==> src/design/sbe_pkg.sv <==
// Package with opcodes, status codes and shared types of the stack bytecode executor.
`default_nettype none
package sbe_pkg;

  localparam logic [7:0] OP_PUSH  = 8'h01;
  localparam logic [7:0] OP_POP   = 8'h02;
  localparam logic [7:0] OP_DUP   = 8'h03;
  localparam logic [7:0] OP_ADD   = 8'h10;
  localparam logic [7:0] OP_SUB   = 8'h11;
  localparam logic [7:0] OP_MUL   = 8'h12;
  localparam logic [7:0] OP_DIV   = 8'h13;
  localparam logic [7:0] OP_EQ    = 8'h14;
  localparam logic [7:0] OP_NEQ   = 8'h15;
  localparam logic [7:0] OP_LT    = 8'h16;
  localparam logic [7:0] OP_GT    = 8'h17;
  localparam logic [7:0] OP_LE    = 8'h18;
  localparam logic [7:0] OP_GE    = 8'h19;
  localparam logic [7:0] OP_JMP   = 8'h20;
  localparam logic [7:0] OP_JZ    = 8'h21;
  localparam logic [7:0] OP_JNZ   = 8'h22;
  localparam logic [7:0] OP_STORE = 8'h30;
  localparam logic [7:0] OP_LOAD  = 8'h31;
  localparam logic [7:0] OP_CALL  = 8'h40;
  localparam logic [7:0] OP_RET   = 8'h41;
  localparam logic [7:0] OP_HALT  = 8'hFF;

  localparam logic [2:0] ST_RUN   = 3'd0;
  localparam logic [2:0] ST_HALT  = 3'd1;
  localparam logic [2:0] ST_DIVZ  = 3'd2;
  localparam logic [2:0] ST_JUMP  = 3'd3;
  localparam logic [2:0] ST_INDEX = 3'd4;
  localparam logic [2:0] ST_OPC   = 3'd5;
  localparam logic [2:0] ST_UNDER = 3'd6;
  localparam logic [2:0] ST_OVER  = 3'd7;

  localparam logic CFG_LENGTH = 1'b0;
  localparam logic CFG_START  = 1'b1;

  // Handshake between the sequencer and the divider.
  typedef struct packed {
    logic        start;
    logic [31:0] dividend;
    logic [31:0] divisor;
  } div_req_t;

  typedef struct packed {
    logic        done;
    logic [31:0] quotient;
  } div_rsp_t;

endpackage
`default_nettype wire

==> src/design/sbe_divider.sv <==
// Radix-2 restoring divider with truncating signed result, one bit a cycle.
`default_nettype none
module sbe_divider (
  input  wire              clk_i,
  input  wire              rst_ni,
  input  sbe_pkg::div_req_t req_i,
  output sbe_pkg::div_rsp_t rsp_o
);

  logic [31:0] rem_q, rem_d, quo_q, quo_d, dsr_q, dsr_d;
  logic [5:0]  cnt_q, cnt_d;
  logic        busy_q, busy_d, neg_q, neg_d, done_q, done_d;
  logic [32:0] trial;
  logic [31:0] rem_sh;

  always_comb begin
    rem_d  = rem_q;
    quo_d  = quo_q;
    dsr_d  = dsr_q;
    cnt_d  = cnt_q;
    busy_d = busy_q;
    neg_d  = neg_q;
    done_d = 1'b0;
    rem_sh = {rem_q[30:0], quo_q[31]};
    trial  = {1'b0, rem_sh} - {1'b0, dsr_q};
    if (req_i.start) begin
      busy_d = 1'b1;
      cnt_d  = 6'd0;
      rem_d  = 32'd0;
      quo_d  = req_i.dividend[31] ? 32'd0 - req_i.dividend : req_i.dividend;
      dsr_d  = req_i.divisor[31] ? 32'd0 - req_i.divisor : req_i.divisor;
      neg_d  = req_i.dividend[31] ^ req_i.divisor[31];
    end else if (busy_q) begin
      if (trial[32]) begin
        rem_d = rem_sh;
        quo_d = {quo_q[30:0], 1'b0};
      end else begin
        rem_d = trial[31:0];
        quo_d = {quo_q[30:0], 1'b1};
      end
      cnt_d = cnt_q + 6'd1;
      if (cnt_q == 6'd31) begin
        busy_d = 1'b0;
        done_d = 1'b1;
      end
    end
  end

  always_ff @(posedge clk_i or negedge rst_ni) begin
    if (!rst_ni) begin
      busy_q <= 1'b0;
      done_q <= 1'b0;
      cnt_q  <= 6'd0;
    end else begin
      busy_q <= busy_d;
      done_q <= done_d;
      cnt_q  <= cnt_d;
    end
  end

  always_ff @(posedge clk_i) begin
    rem_q <= rem_d;
    quo_q <= quo_d;
    dsr_q <= dsr_d;
    neg_q <= neg_d;
  end

  assign rsp_o.done     = done_q;
  assign rsp_o.quotient = neg_q ? 32'd0 - quo_q : quo_q;

endmodule
`default_nettype wire

==> config.mk <==
export PLATFORM = sky130hd
export DESIGN_NAME = sbe_divider
export DESIGN_NICKNAME = d
export VERILOG_FILES = /design/src/design/sbe_pkg.sv /design/src/design/sbe_divider.sv
export SDC_FILE = /design/constraint.sdc
export NUM_CORES = 1
export LEC_CHECK = 0
export BUFFER_PORTS_ARGS = -buffer_cell sky130_fd_sc_hd__buf_2
export CAP_MARGIN = 20
export CORE_UTILIZATION = 40
export CTS_CLUSTER_DIAMETER = 50
export DETAILED_ROUTE_END_ITERATION = 8
export GPL_ROUTABILITY_DRIVEN = 0
export PLACE_DENSITY_LB_ADDON = 0.08
export SLEW_MARGIN = 20
export SYNTH_ARGS = -nofsm -noshare
export SYNTH_HDL_FRONTEND = slang
export SYNTH_SLANG_ARGS = --single-unit
==> constraint.sdc <==
create_clock -name clk_i -period 3.2 [get_ports clk_i]
set_input_delay 0.32 -clock clk_i [delete_from_list [all_inputs] [get_ports clk_i]]
set_output_delay 0.32 -clock clk_i [all_outputs]
set_load 0.01 [all_outputs]
* Word level (Yosys, flattened, before mapping)
Cells that the tools add are included.
Cells by class: bitwise operators 1, add/subtract/negate cells 5, reductions and logical operators 1, equality and inequality tests 1, muxes and demuxes 15
Operators by type and width (count):
- 32-bit 2-to-1 mux | 4
- 1-bit by 32-bit subtractor with 32-bit output (first input constant) | 3
- 31-bit 2-to-1 mux | 2
- 32-bit by 32-bit subtractor with 33-bit output | 1
- 6-bit 2-to-1 mux | 2
- 1-bit 2-to-1 mux | 7
- 6-bit by 1-bit adder with 6-bit output (second input constant) | 1
- 6-bit by 5-bit equality test with 1-bit output (second input constant) | 1
- 2-bit nonzero test | 1
- 1-bit bitwise XOR | 1
Storage, ports and cells: word-level logic and storage cells 31, output and inout bits 33, input bits 67, register bits after elaboration 104

* Depth between registers and ports, before layout
Gate-level depths: netlist of the first run.
depth in word-level cells 4, gate-level depth with buffers 13, mapped depth without buffers 12

* Worst setup path after synthesis of the first run
No wires, ideal clock.
kind register -> register, start point register quo_q[31], end point register rem_q[4], setup time 0.086 ns, buffers on the path 1, path slack 0.150 ns, data arrival time 2.965 ns, cell stages (with the launch flop) 14, clock period less this slack 3.050 ns, data required time 3.114 ns, cells stage by stage edfxtp_1 -> inv_1 -> ha_1 -> fa_1 -> nor2b_1 -> o31a_1 -> o31a_1 -> o2111ai_1 -> a2111oi_0 -> o22ai_1 -> clkbuf_1 -> a211oi_1 -> a21oi_1 -> a211oi_1
Between the ends: word-level cells in the longest chain between the ends 2
Ends and longest elaborated chain:
- start: declaration | RTL line sbe_divider.sv:10 | logic [31:0] rem_q, rem_d, quo_q, quo_d, dsr_q, dsr_d;
- start signal: assignment | RTL line sbe_divider.sv:63 | quo_q <= quo_d;
- 32-bit by 32-bit subtractor with 33-bit output | RTL line sbe_divider.sv:25 | trial = {1'b0, rem_sh} - {1'b0, dsr_q};
- 31-bit 2-to-1 mux | RTL line sbe_divider.sv:34 | if (trial[32]) begin
- end signal: assignment | RTL line sbe_divider.sv:62 | rem_q <= rem_d;
- end: declaration | RTL line sbe_divider.sv:10
No other way between the ends. A chain may end at the register's enable or synchronous reset.

==> results of run 1 <==
==> synth_stat cells, types with 7 or more instances <==
library cell / count / share of area [%]
sky130_fd_sc_hd__inv_1: 49 / 2.4
sky130_fd_sc_hd__nor3_1: 14 / 0.91
sky130_fd_sc_hd__a21o_1: 9 / 0.88
sky130_fd_sc_hd__mux2i_1: 13 / 1.7
sky130_fd_sc_hd__o21ai_0: 44 / 2.9
sky130_fd_sc_hd__o31ai_1: 24 / 2.3
sky130_fd_sc_hd__clkbuf_1: 37 / 1.8
sky130_fd_sc_hd__nor2b_1: 7 / 0.57
sky130_fd_sc_hd__o41ai_1: 14 / 1.6
sky130_fd_sc_hd__ha_1: 36 / 5.9
sky130_fd_sc_hd__nor4_1: 8 / 0.65
sky130_fd_sc_hd__nand3_1: 15 / 0.98
sky130_fd_sc_hd__edfxtp_1: 65 / 25
sky130_fd_sc_hd__or3_1: 11 / 0.90
sky130_fd_sc_hd__nand2_1: 68 / 3.3
sky130_fd_sc_hd__a21oi_1: 76 / 5.0
sky130_fd_sc_hd__a211oi_1: 21 / 2.1
sky130_fd_sc_hd__or2_2: 8 / 0.65
sky130_fd_sc_hd__xor2_1: 42 / 4.8
sky130_fd_sc_hd__nand2b_1: 13 / 1.1
sky130_fd_sc_hd__dfrtp_1: 8 / 2.6
sky130_fd_sc_hd__dfxtp_1: 31 / 8.1
sky130_fd_sc_hd__nor2_1: 101 / 4.9
sky130_fd_sc_hd__xnor2_1: 70 / 8.0
sky130_fd_sc_hd__or4_1: 14 / 1.4
==> sequential cells by signal, summed over array words and instances, names as in the netlist <==
signal,cells
dsr_q,32
quo_q,32
rem_q,31
cnt_q,6
busy_q,1
done_q,1
neg_q,1
==> cell usage in the layout, fill, tap and decap left out, types with 9 or more instances in the layout <==
| cell type | n |
|---|---|
| sky130_fd_sc_hd__nor2_1 | 99 |
| sky130_fd_sc_hd__buf_2 | 98 |
| sky130_fd_sc_hd__a21oi_1 | 75 |
| sky130_fd_sc_hd__xnor2_1 | 70 |
| sky130_fd_sc_hd__nand2_1 | 67 |
| sky130_fd_sc_hd__edfxtp_1 | 65 |
| sky130_fd_sc_hd__inv_1 | 48 |
| sky130_fd_sc_hd__xor2_1 | 42 |
| sky130_fd_sc_hd__o21ai_0 | 41 |
| sky130_fd_sc_hd__buf_4 | 39 |
| sky130_fd_sc_hd__ha_1 | 35 |
| sky130_fd_sc_hd__dfxtp_1 | 31 |
| sky130_fd_sc_hd__o31ai_1 | 21 |
| sky130_fd_sc_hd__a211oi_1 | 19 |
| sky130_fd_sc_hd__nand3_1 | 14 |
| sky130_fd_sc_hd__mux2i_1 | 13 |
| sky130_fd_sc_hd__or4_1 | 12 |
| sky130_fd_sc_hd__o41ai_1 | 12 |
| sky130_fd_sc_hd__nor3_1 | 12 |
| sky130_fd_sc_hd__nand2b_1 | 12 |
| sky130_fd_sc_hd__clkbuf_16 | 12 |
| sky130_fd_sc_hd__or3_1 | 10 |
| sky130_fd_sc_hd__a21o_1 | 9 |
==> what timing repair did <==
| item | CTS | global route |
|---|---|---|
| hold buffers | 1 | 0 |
| gates resized for setup | 16 | 30 |
| endpoints found under the setup margin | 21 | 41 |
| endpoints found under the hold margin | 8 | 0 |
| buffers inserted | 3 | 11 |
| cloned | 0 | 3 |
| pin swaps | 5 | 18 |
==> power breakdown <==
group	switching, mW	internal [mW]
combinational	0.431	0.373
sequential	0.101	1.55
clock	0.501	0.528
total	1.03	2.45
==> layer usage <==
layer / track usage, % / wire length, um / up-vias
met4: 4.63 / 259 / 0
met1: 26.5 / 9170 / 2989
met5: 0 / 0 / -
met3: 2.91 / 731 / 18
met2: 28.2 / 7710 / 142
li1: - / - / 3424
==> cell families after synthesis <==
| group | Yosys count | synth area share (%) |
|---|---|---|
| AO/OA/AOI/OAI | 235 | 19.8 |
| adder cells (fa/ha/maj) | 37 | 6.13 |
| XOR/XNOR | 112 | 12.8 |
| multiplexers | 17 | 2.28 |
| AND/OR/NAND/NOR | 286 | 18.2 |
| flip-flops | 104 | 36.1 |
| buffers and inverters | 92 | 4.68 |
==> final cells by class <==
class | instances | share of cell area (%)
multi-input cells | 687 | 51.5
flip-flops and latches | 104 | 30.0
repair buffers | 147 | 10.4
well taps | 234 | 3.16
clock buffers | 9 | 2.43
inverters | 49 | 2.01
clock inverters | 7 | 0.487
==> worst paths after layout <==
check | startpoint | end | slack (ns) | cells after the start
worst min-delay path | req_i[21] | dsr_q[21]$_DFFE_PP_ | 0.27 | 2
worst max-delay path | quo_q[4]$_DFFE_PP_ | rsp_o[28] | -0.02 | 9
worst max register to register | dsr_q[0]$_DFFE_PP_ | rem_q[30]$_SDFFE_PP0P_ | 0.10 | 13
max in group asynchronous | rst_ni | busy_q$_DFF_PN0_ | 2.67 | 2
min in group asynchronous | rst_ni | cnt_q[4]$_DFFE_PN0P_ | 0.33 | 2
worst min register to register | rem_q[21]$_SDFFE_PP0P_ | rem_q[21]$_SDFFE_PP0P_ | 0.51 | 2
==> worst reg2reg max path: stages, from the launching register on <==
cell and delay, ns:
sky130_fd_sc_hd__edfxtp_1 0.42, sky130_fd_sc_hd__ha_4 0.19, sky130_fd_sc_hd__fa_2 0.39, sky130_fd_sc_hd__nor2b_2 0.14
sky130_fd_sc_hd__o31a_1 0.17, sky130_fd_sc_hd__o31a_1 0.21, sky130_fd_sc_hd__o2111ai_4 0.16, sky130_fd_sc_hd__a2111oi_4 0.33
sky130_fd_sc_hd__buf_4 0.17, sky130_fd_sc_hd__o22ai_4 0.10, sky130_fd_sc_hd__buf_6 0.15, sky130_fd_sc_hd__buf_12 0.13
sky130_fd_sc_hd__a31o_2 0.21, sky130_fd_sc_hd__a311oi_2 0.24
==> results.md, run 1 <==
- The design area is 0.00926 mm^2.
- Derived from the worst setup path, the maximum achievable clock frequency is 310 MHz.
- The sequential fraction of the synthesis area is 36.1%.
- The DRC marker count from the first detailed-route iteration is 273.
- The area of combinational cells with multiple inputs is 0.00477 mm^2.
- The insertion delay to the later sink of the worst-skew pair is 0.36 ns.
- The die is 141 um tall.
- The floorplan step defined a die boundary enclosing 0.0198 mm^2.
- The aggregate global-route resource usage is 18.3%.
- Dividing total power by cell area gives a power density of 376 mW/mm^2.
- The actual slew at the worst max-slew pin is 1.11 ns.
- The maximum net fanout on the critical path is 6.
- During placement, the flow inserted port buffers numbering 99.
- The sequential cells in the finished layout cover a total of 0.00277 mm^2.
- Measured against its own limit, the worst slew margin works out to 25.8%.
- Setup repair after global routing could not meet its margin everywhere.
- The wire length of the first global-routing pass is 29.4 mm.
- The stage delay of the slowest cell on the critical path is 0.43 ns.
- The die extent in x is 141 um.
- The worst-case IR drop observed on VDD is 0.244 mV.
- The nature of the critical path startpoint is a flip-flop.
- In the final routed layout, each cell accounts on average for 14.4 um.
- The total area inside the core boundary comes to 0.0188 mm^2.
- The number of cells in the design after placement is 1203.
- The count of nets left with antenna violations once routing finished came out at 0.
- Before CTS, the worst setup slack after placement is -0.0240 ns.
- Detailed placement finished with a half-perimeter wire length of 12.8 mm.
- The deepest level of the CTS H-tree is 3.
- The kind of capture point of the worst setup path is an output pin.
- The post-placement cell area is 0.00857 mm^2.
- The clock sink count is 104.
- A synthesized cell averages 8.70 um^2.
- The share of the clock period used by the worst path after layout is 101%.
- The run finished, with violations left.
- Walking the worst path, the cells encountered are or3_4 > nor3_4 > nand2_1 > or4_4 > or2_4 > nand2b_4 > o31ai_2 > xnor2_1 > buf_2.
- The worst setup skew after layout is 0.0104 ns.
- Together, buffers and inverters on the worst path number 1.
- Data arrives at the worst endpoint at 2.90 ns.
- The pin count of the biggest net entering global routing is 96.
- The count of cell types in the netlist is 64.
- The number of hold violations in the final report came to 0.
- The number of top-level pins is 100.
- The placement row count is 50.
- TritonCTS built the clock tree.
- The via count of the first global-routing pass came to 6096.
- For this run, the number of Yosys warnings is 0.
- The post-layout worst setup margin is -0.0211 ns.
- The cell family with the largest share of critical-path delay is simple AND/OR/NAND/NOR gates.
- The async set-reset flop share out of synthesis is 7.69%.
- The remaining routing DRC violations is 0.
- The initial antenna violation count was 0.
- After filler insertion, the fill cell instance count of the layout stands at 1792.
- The final-report max-slew violation count is 0.
- The routed design has 17.9 mm of wire.
- The synthesized cell area is 0.00768 mm^2.
- The first TritonRoute pass finished after 4 iterations.
- The largest buffer count on any clock path is 2.
- The post-route non-filler standard cell count is 1237.
- The worst hold path belongs to the class primary input to flip-flop.
- The clock slew at the register clock pins of the worst setup and hold paths is 0.07 ns.
- The detailed router placed 6573 vias in this run.
- The checks that failed: negative setup slack.
- The net count of the finished layout is 1102.
- Synthesis handed over a netlist of 883 instances.
- The number of enable flip-flop cells after synthesis is 65.
- The static leakage is 3.84 nW.
- The area growth from synthesis to final layout is 20.5%.
- The data required time of the critical path is 2.88 ns.
- The worst-path cell with the longest stage delay is sky130_fd_sc_hd__or4_4.
- The antenna diode count is 0.
- The detail-routed via count per cell is 5.31.
- Global routing finished with a remaining overflow of 0.
- The final total negative setup slack is -0.0211 ns.
- The final critical-path required period is 3.22 ns.
- The max-capacitance violation count is 0.
- Setup violations remaining at the end of the flow were counted as 1.
- The design draws 3.48 mW.
- The synthesized design contains 104 register bits.
- The tightest hold path in the finished design has a slack of 0.268 ns.
- The leading register cell type out of synthesis is sky130_fd_sc_hd__edfxtp_1.
- The core utilization of the finished layout is 49.3%.
- Counting the buffers created by CTS gives 9.
- The startpoint-to-endpoint class of the critical path is flip-flop to output pin.
- The cell chosen for the clock root is sky130_fd_sc_hd__clkbuf_16.
- The net count after synthesis is 987.
- Once the floorplan was initialized, standard cells occupied 40.9% of the core.
- The ratio of cells with drive above 1 in the final layout is 21.0%.
No activity file was read; power rests on OpenSTA's default activity.
==> inputs of run 2 (changes only) <==
- BUFFER_PORTS_ARGS: -buffer_cell sky130_fd_sc_hd__buf_2 -> -buffer_cell sky130_fd_sc_hd__buf_4
==> results.md, run 2 (synthesized netlist as in run 1, its figures left out) <==
- The area growth from synthesis to layout is 22.3%.
- The worst hold path belongs to the class primary input to flip-flop.
- The data required time of the critical path came to 2.88 ns (about the same).
- The max-capacitance violation count was 0 (unchanged).
- The area of the die was 0.0198 mm^2 (unchanged).
- The pin count of the biggest net entering global routing is 74 (-23%).
- The startpoint-to-endpoint class of the critical path is flip-flop to output pin.
- The insertion delay to the later sink of the worst-skew pair is 0.36 ns (about the same).
- The wire length per cell is 14.1 um (-2.6%).
- The clock slew at the register clock pins of the worst setup and hold paths came to 0.08 ns (about the same).
- The largest registers in the layout are dsr_q (32), quo_q (32), rem_q (31).
- The nature of the critical path startpoint is a flip-flop.
- Leaving out fill and tap cells, the most frequent cells in the layout are 134 x sky130_fd_sc_hd__buf_4, 100 x sky130_fd_sc_hd__nor2_1, 76 x sky130_fd_sc_hd__a21oi_1.
- The ratio of cells with drive above 1 in the final layout was 20.1% (-0.92 points).
- The first-pass iteration count of the detailed router was 4 (unchanged).
- The library cell used most frequently in the layout, excluding fill and tap cells, is sky130_fd_sc_hd__buf_4.
- The detail-routed via count per cell is 5.21 (-1.9%).
- The number of buffers inserted by port buffering is 99 (unchanged).
- The worst slew margin relative to its limit is 29.9% (+4.2 points).
- The static leakage was 3.85 nW (+0.24%).
- The remaining global-route overflow is 0 (unchanged).
- The share of the clock period used by the worst path after layout came to 98.9% (-1.8 points).
- The die extent in x came to 141 um (unchanged).
- The worst setup skew after layout was 0.0134 ns (+0.00306 ns).
- The flow ran to the end, and the final reports show no timing, DRC or antenna violations.
- The final antenna-violating net count came to 0 (unchanged).
- The DRC marker count from the first detailed-route iteration was 250 (-8.4%).
- The final-report max-slew violation count was 0 (unchanged).
- The core area is 0.0188 mm^2 (unchanged).
- The deepest level of the CTS H-tree is 3 (unchanged).
- The via count of the first global-routing pass came to 5906 (-3.1%).
- The number of hold violations in the final report is 0 (unchanged).
- The remaining routing DRC violations was 0 (unchanged).
- The actual slew at the worst max-slew pin is 1.05 ns (-0.0626 ns).
- The starting utilization of the core area is 40.9% (unchanged).
- The wire length of the first global-routing pass was 28.5 mm (-2.8%).
- The maximum VDD drop is 0.235 mV (-3.9%).
- The aggregate global-route resource usage is 17.8% (-0.44 points).
- The number of clock buffers inserted by TritonCTS is 9 (unchanged).
- The kind of capture point of the worst setup path is an output pin.
- TritonCTS built the clock tree.
- The power density relative to cell area is 401 mW/mm^2 (+6.6%).
- The HPWL reported at the end of detailed placement came to 12.9 mm (+0.77%).
- The smallest hold slack is 0.267 ns (-0.00161 ns).
- The clock sink count was 104 (unchanged).
- The initial antenna violation count is 0 (unchanged).
- The final wirelength is 17.3 mm (-3.2%).
- The placement row count was 50 (unchanged).
- The height of the chip was 141 um (unchanged).
- The maximum net fanout on the critical path is 6 (unchanged).
- The final total negative setup slack was 0 ns (+0.0211 ns).
- The final number of setup-violating endpoints is 0 (-1).
- The critical path data arrival time is 2.84 ns (-0.06 ns).
- The net count of the finished layout is 1093 (-0.82%).
- The number of top-level pins is 100 (unchanged).
- The cell chosen for the clock root is sky130_fd_sc_hd__clkbuf_16.
- The final critical-path required period is 3.16 ns (-0.0563 ns).
- The highest clock rate was 316 MHz (+1.8%).
- Setup repair after global routing could not meet its margin everywhere.
- The largest buffer count on any clock path is 2 (unchanged).
- The via total after detailed routing is 6408 (-2.5%).
run 2: per-stage QoR:
stage | worst slack, ns | std cells | total power, mW | utilization, % | area (um^2)
floorplan | 0.150 | 883 | 2.15 | - | 7680
global placement | 0.00945 | 1208 | 2.52 | 47.2 | 8860
detailed placement | -0.0318 | 1208 | 2.53 | 47.2 | 8860
CTS | 0.00403 | 1226 | 3.79 | 49.6 | 9310
global route | -0.114 | 1228 | 3.95 | 50.0 | 9390
finish | 0.0352 | 1229 | 3.77 | 50.1 | 9400
run 2: cell type report:
class | count | area, um^2
Clock buffer | 11 | 254
Fill cell | 1825 | 9370
Inverter | 49 | 184
Clock inverter | 5 | 86.3
Timing Repair Buffer | 138 | 1080
Antenna cell | 1 | 2.50
Multi-Input combinational cell | 687 | 4730
Sequential cell | 104 | 2770
Tap cell | 234 | 293
run 2: metal layers:
layer  vias to the layer above  track usage, %  part of all wire (%)
li1                       3404               -                     -
met4                         0            5.84                   1.2
met1                      2865            25.4                    52
met2                       128            28.0                    43
met5                         -               0                     0
met3                        11            2.22                   3.5
run 2: worst paths after layout:
kind,startpoint,to,cells after the start,slack (ns)
max in group asynchronous,rst_ni,busy_q$_DFF_PN0_,2,2.74
hold reg to reg,rem_q[1]$_SDFFE_PP0P_,rem_q[1]$_SDFFE_PP0P_,2,0.50
setup / recovery,quo_q[4]$_DFFE_PP_,rsp_o[26],9,0.04
min in group asynchronous,rst_ni,cnt_q[0]$_DFFE_PN0P_,2,0.32
hold / removal,req_i[0],dsr_q[0]$_DFFE_PP_,2,0.27
setup reg to reg,quo_q[31]$_DFFE_PP_,rem_q[10]$_SDFFE_PP0P_,14,0.12
run 2: worst max-delay path, stage by stage, from the launching register on:
cell and delay [ns]:
sky130_fd_sc_hd__edfxtp_1 0.41, sky130_fd_sc_hd__or3_4 0.43, sky130_fd_sc_hd__nor3_4 0.14, sky130_fd_sc_hd__nand2_1 0.10, sky130_fd_sc_hd__or4_4 0.43, sky130_fd_sc_hd__or2_4 0.28
sky130_fd_sc_hd__nand2b_4 0.17, sky130_fd_sc_hd__o41ai_2 0.24, sky130_fd_sc_hd__xnor2_1 0.15, sky130_fd_sc_hd__buf_4 0.14
run 2: report_power, final:
group	internal [mW]	switching (mW)
Sequential	1.55	0.0974
Combinational	0.444	0.433
Clock	0.739	0.505
Total	2.73	1.04
run 2: timing repair:
| item | 4_1_cts | 5_1_grt |
|---|---|---|
| pin swaps | 5 | 8 |
| hold endpoints to repair | 8 | 0 |
| setup buffers | 1 | 2 |
| gates resized for setup | 22 | 13 |
| setup endpoints to repair | 18 | 41 |
| hold buffers | 1 | 0 |
==> inputs of run 3 (changes only) <==
- RECOVER_POWER: default -> 50
==> results.md, run 3 (synthesized netlist as in run 1, its figures left out) <==
- The net count of the finished layout is 1093 (unchanged).
- The tree is rooted in a sky130_fd_sc_hd__clkbuf_16.
- The number of buffers inserted by port buffering is 99 (unchanged).
- The final reports fail on max-capacitance violations, max-slew violations.
- The clock slew at the register clock pins of the worst setup and hold paths was 0.07 ns (about the same).
- The initial antenna violation count is 0 (unchanged).
- The power density relative to cell area is 402 mW/mm^2 (+0.29%).
- In the layout the commonest cells are 126 x sky130_fd_sc_hd__buf_4, 100 x sky130_fd_sc_hd__nor2_1, 76 x sky130_fd_sc_hd__a21oi_1.
- The maximum VDD drop is 0.235 mV (+0.24%).
- The final critical-path required period is 3.17 ns (+0.00120 ns).
- The type of the worst min-delay path is primary input to flip-flop.
- The remaining global-route overflow is 0 (unchanged).
- The starting utilization of the core area is 40.9% (unchanged).
- STA classifies the critical path endpoint as an output pin.
- The static leakage is 3.82 nW (-0.67%).
- The launch instance of the worst register-to-register path is quo_q[31]$_DFFE_PP_.
- The detail-routed via count per cell is 5.20 (-0.31%).
- The nature of the critical path startpoint is a flip-flop.
- The aggregate global-route resource usage is 17.8% (unchanged).
- The critical path data arrival time is 2.85 ns (about the same).
- The final antenna-violating net count is 0 (unchanged).
- The placement row count came to 50 (unchanged).
- The core utilization of the finished layout is 49.9% (-0.14 points).
- The worst reg2reg path depth is 14 (unchanged).
- The largest registers in the layout are dsr_q (32), quo_q (32), rem_q (31).
- The area of the die is 0.0198 mm^2 (unchanged).
- The height of the chip is 141 um (unchanged).
- The core area was 0.0188 mm^2 (unchanged).
- For hold timing, the worst endpoint is dsr_q[17]$_DFFE_PP_.
- The post-placement cell area is 0.00886 mm^2 (unchanged).
- The critical hold path startpoint is req_i[17].
- Setup repair after global routing could not meet its margin everywhere.
- The insertion delay to the later sink of the worst-skew pair is 0.36 ns (about the same).
- The ratio of cells with drive above 1 in the final layout is 19.4% (-0.70 points).
- The highest clock rate was 316 MHz (about the same).
- The wire length per cell was 14.1 um (about the same).
- The DRC marker count from the first detailed-route iteration is 261 (+4.4%).
- The actual slew at the worst max-slew pin is 2.65 ns (+1.60 ns).
- The largest buffer count on any clock path is 2 (unchanged).
- The design area is 0.00937 mm^2 (-0.28%).
- The number of clock buffers inserted by TritonCTS is 9 (unchanged).
- The number of hold violations in the final report was 0 (unchanged).
- The via count of the first global-routing pass is 5906 (unchanged).
- The worst slew margin relative to its limit is -76.5% (-110 points).
- The worst setup skew after layout is 0.0135 ns (+0.0000677 ns).
- The maximum net fanout on the critical path is 6 (unchanged).
- The number of cells on the worst hold path is 2 (unchanged).
- The area growth from synthesis to layout is 22.0%.
- The number of top-level pins is 100 (unchanged).
- The flow ran to the end, but the final reports show violations.
- The capturing point of the worst reg2reg path is rem_q[25]$_SDFFE_PP0P_.
- The clock sink count is 104 (unchanged).
- The origin of the worst setup path is quo_q[4]$_DFFE_PP_.
- The final-report max-slew violation count is 51 (+51).
- The final wirelength is 17.3 mm (about the same).
- The final number of setup-violating endpoints came to 0 (unchanged).
- The library cell used most frequently in the layout, excluding fill and tap cells, is sky130_fd_sc_hd__buf_4.
- The HPWL reported at the end of detailed placement is 12.9 mm (unchanged).
- The wire length of the first global-routing pass came to 28.5 mm (unchanged).
- The pin count of the biggest net entering global routing was 74 (unchanged).
- The max-capacitance violation count came to 1 (+1).
- The share of the clock period used by the worst path after layout is 98.9% (about the same).
- The remaining routing DRC violations is 0 (unchanged).
- The TritonCTS clock tree is yes.
- The die extent in x is 141 um (unchanged).
- The first-pass iteration count of the detailed router is 4 (unchanged).
- The data required time of the critical path is 2.88 ns (about the same).
- The deepest level of the CTS H-tree came to 3 (unchanged).
- The via total after detailed routing is 6388 (-0.31%).
- The worst setup path is of the flip-flop to output pin kind.
- The register-to-register setup slack came to 0.07 ns (-0.05 ns).
## run 3: changes by cell type in the layout (fill, tap and decap cells not counted), sizes merged
cell,previous run,this run
buf,137,129
clkbuf,11,19
## run 3: final cells by class
type,count,area [um^2]
Fill cell,1826,9400
Multi-Input combinational cell,687,4720
Tap cell,234,293
Sequential cell,104,2770
Timing Repair Buffer,138,1050
Inverter,49,184
Clock inverter,5,86.3
Clock buffer,11,254
Antenna cell,1,2.50
## run 3: critical path: stages, from the launching register on
cell,delay (ns)
sky130_fd_sc_hd__edfxtp_1,0.41
sky130_fd_sc_hd__or3_4,0.43
sky130_fd_sc_hd__nor3_4,0.14
sky130_fd_sc_hd__nand2_1,0.10
sky130_fd_sc_hd__or4_4,0.43
sky130_fd_sc_hd__or2_4,0.28
sky130_fd_sc_hd__nand2b_4,0.17
sky130_fd_sc_hd__o41ai_2,0.24
sky130_fd_sc_hd__xnor2_1,0.15
sky130_fd_sc_hd__buf_4,0.14
## run 3: how the worst max path moves through the flow
stage / to / slack, ns / cells after the start
4_1_cts: rem_q[21]$_SDFFE_PP0P_ / 0.004 / 13
5_1_grt: rem_q[25]$_SDFFE_PP0P_ / -0.16 / 12
2_1_floorplan: rem_q[4]$_SDFFE_PP0P_ / 0.15 / 13
3_3_place_gp: dsr_q[29]$_DFFE_PP_ / 0.009 / 10
6_report: rsp_o[26] / 0.03 / 9
3_5_place_dp: rem_q[21]$_SDFFE_PP0P_ / -0.03 / 13
## run 3: metal layers
metal / track usage (%) / share of wire [%]
met1: 25.4 / 52
met5: 0 / 0
met4: 5.84 / 1.2
met2: 28.0 / 43
met3: 2.22 / 3.6
## run 3: power by group
group | switching [mW] | total, mW | internal [mW]
combinational | 0.433 | 0.875 | 0.442
clock | 0.506 | 1.25 | 0.739
sequential | 0.0973 | 1.65 | 1.55
total | 1.04 | 3.77 | 2.73
## run 3: timing repair
action / CTS / global route
setup endpoints to repair: 18 / 41
pin swaps: 5 / 8
hold buffers: 1 / 0
gates resized for setup: 22 / 13
endpoints found under the hold margin: 8 / 0
setup buffers: 1 / 2
## run 3: stage by stage
stage / total power, mW / hold WS [ns] / cells / setup TNS (ns) / setup WS [ns]
finish: 3.77 / 0.266 / 1229 / 0 / 0.0340
global placement: 2.52 / 0.148 / 1208 / 0 / 0.00945
global route: 3.95 / 0.251 / 1228 / -1.61 / -0.156
floorplan: 2.15 / 0.0244 / 883 / 0 / 0.150
detailed placement: 2.53 / 0.147 / 1208 / -0.114 / -0.0318
CTS: 3.79 / 0.250 / 1226 / 0 / 0.00403
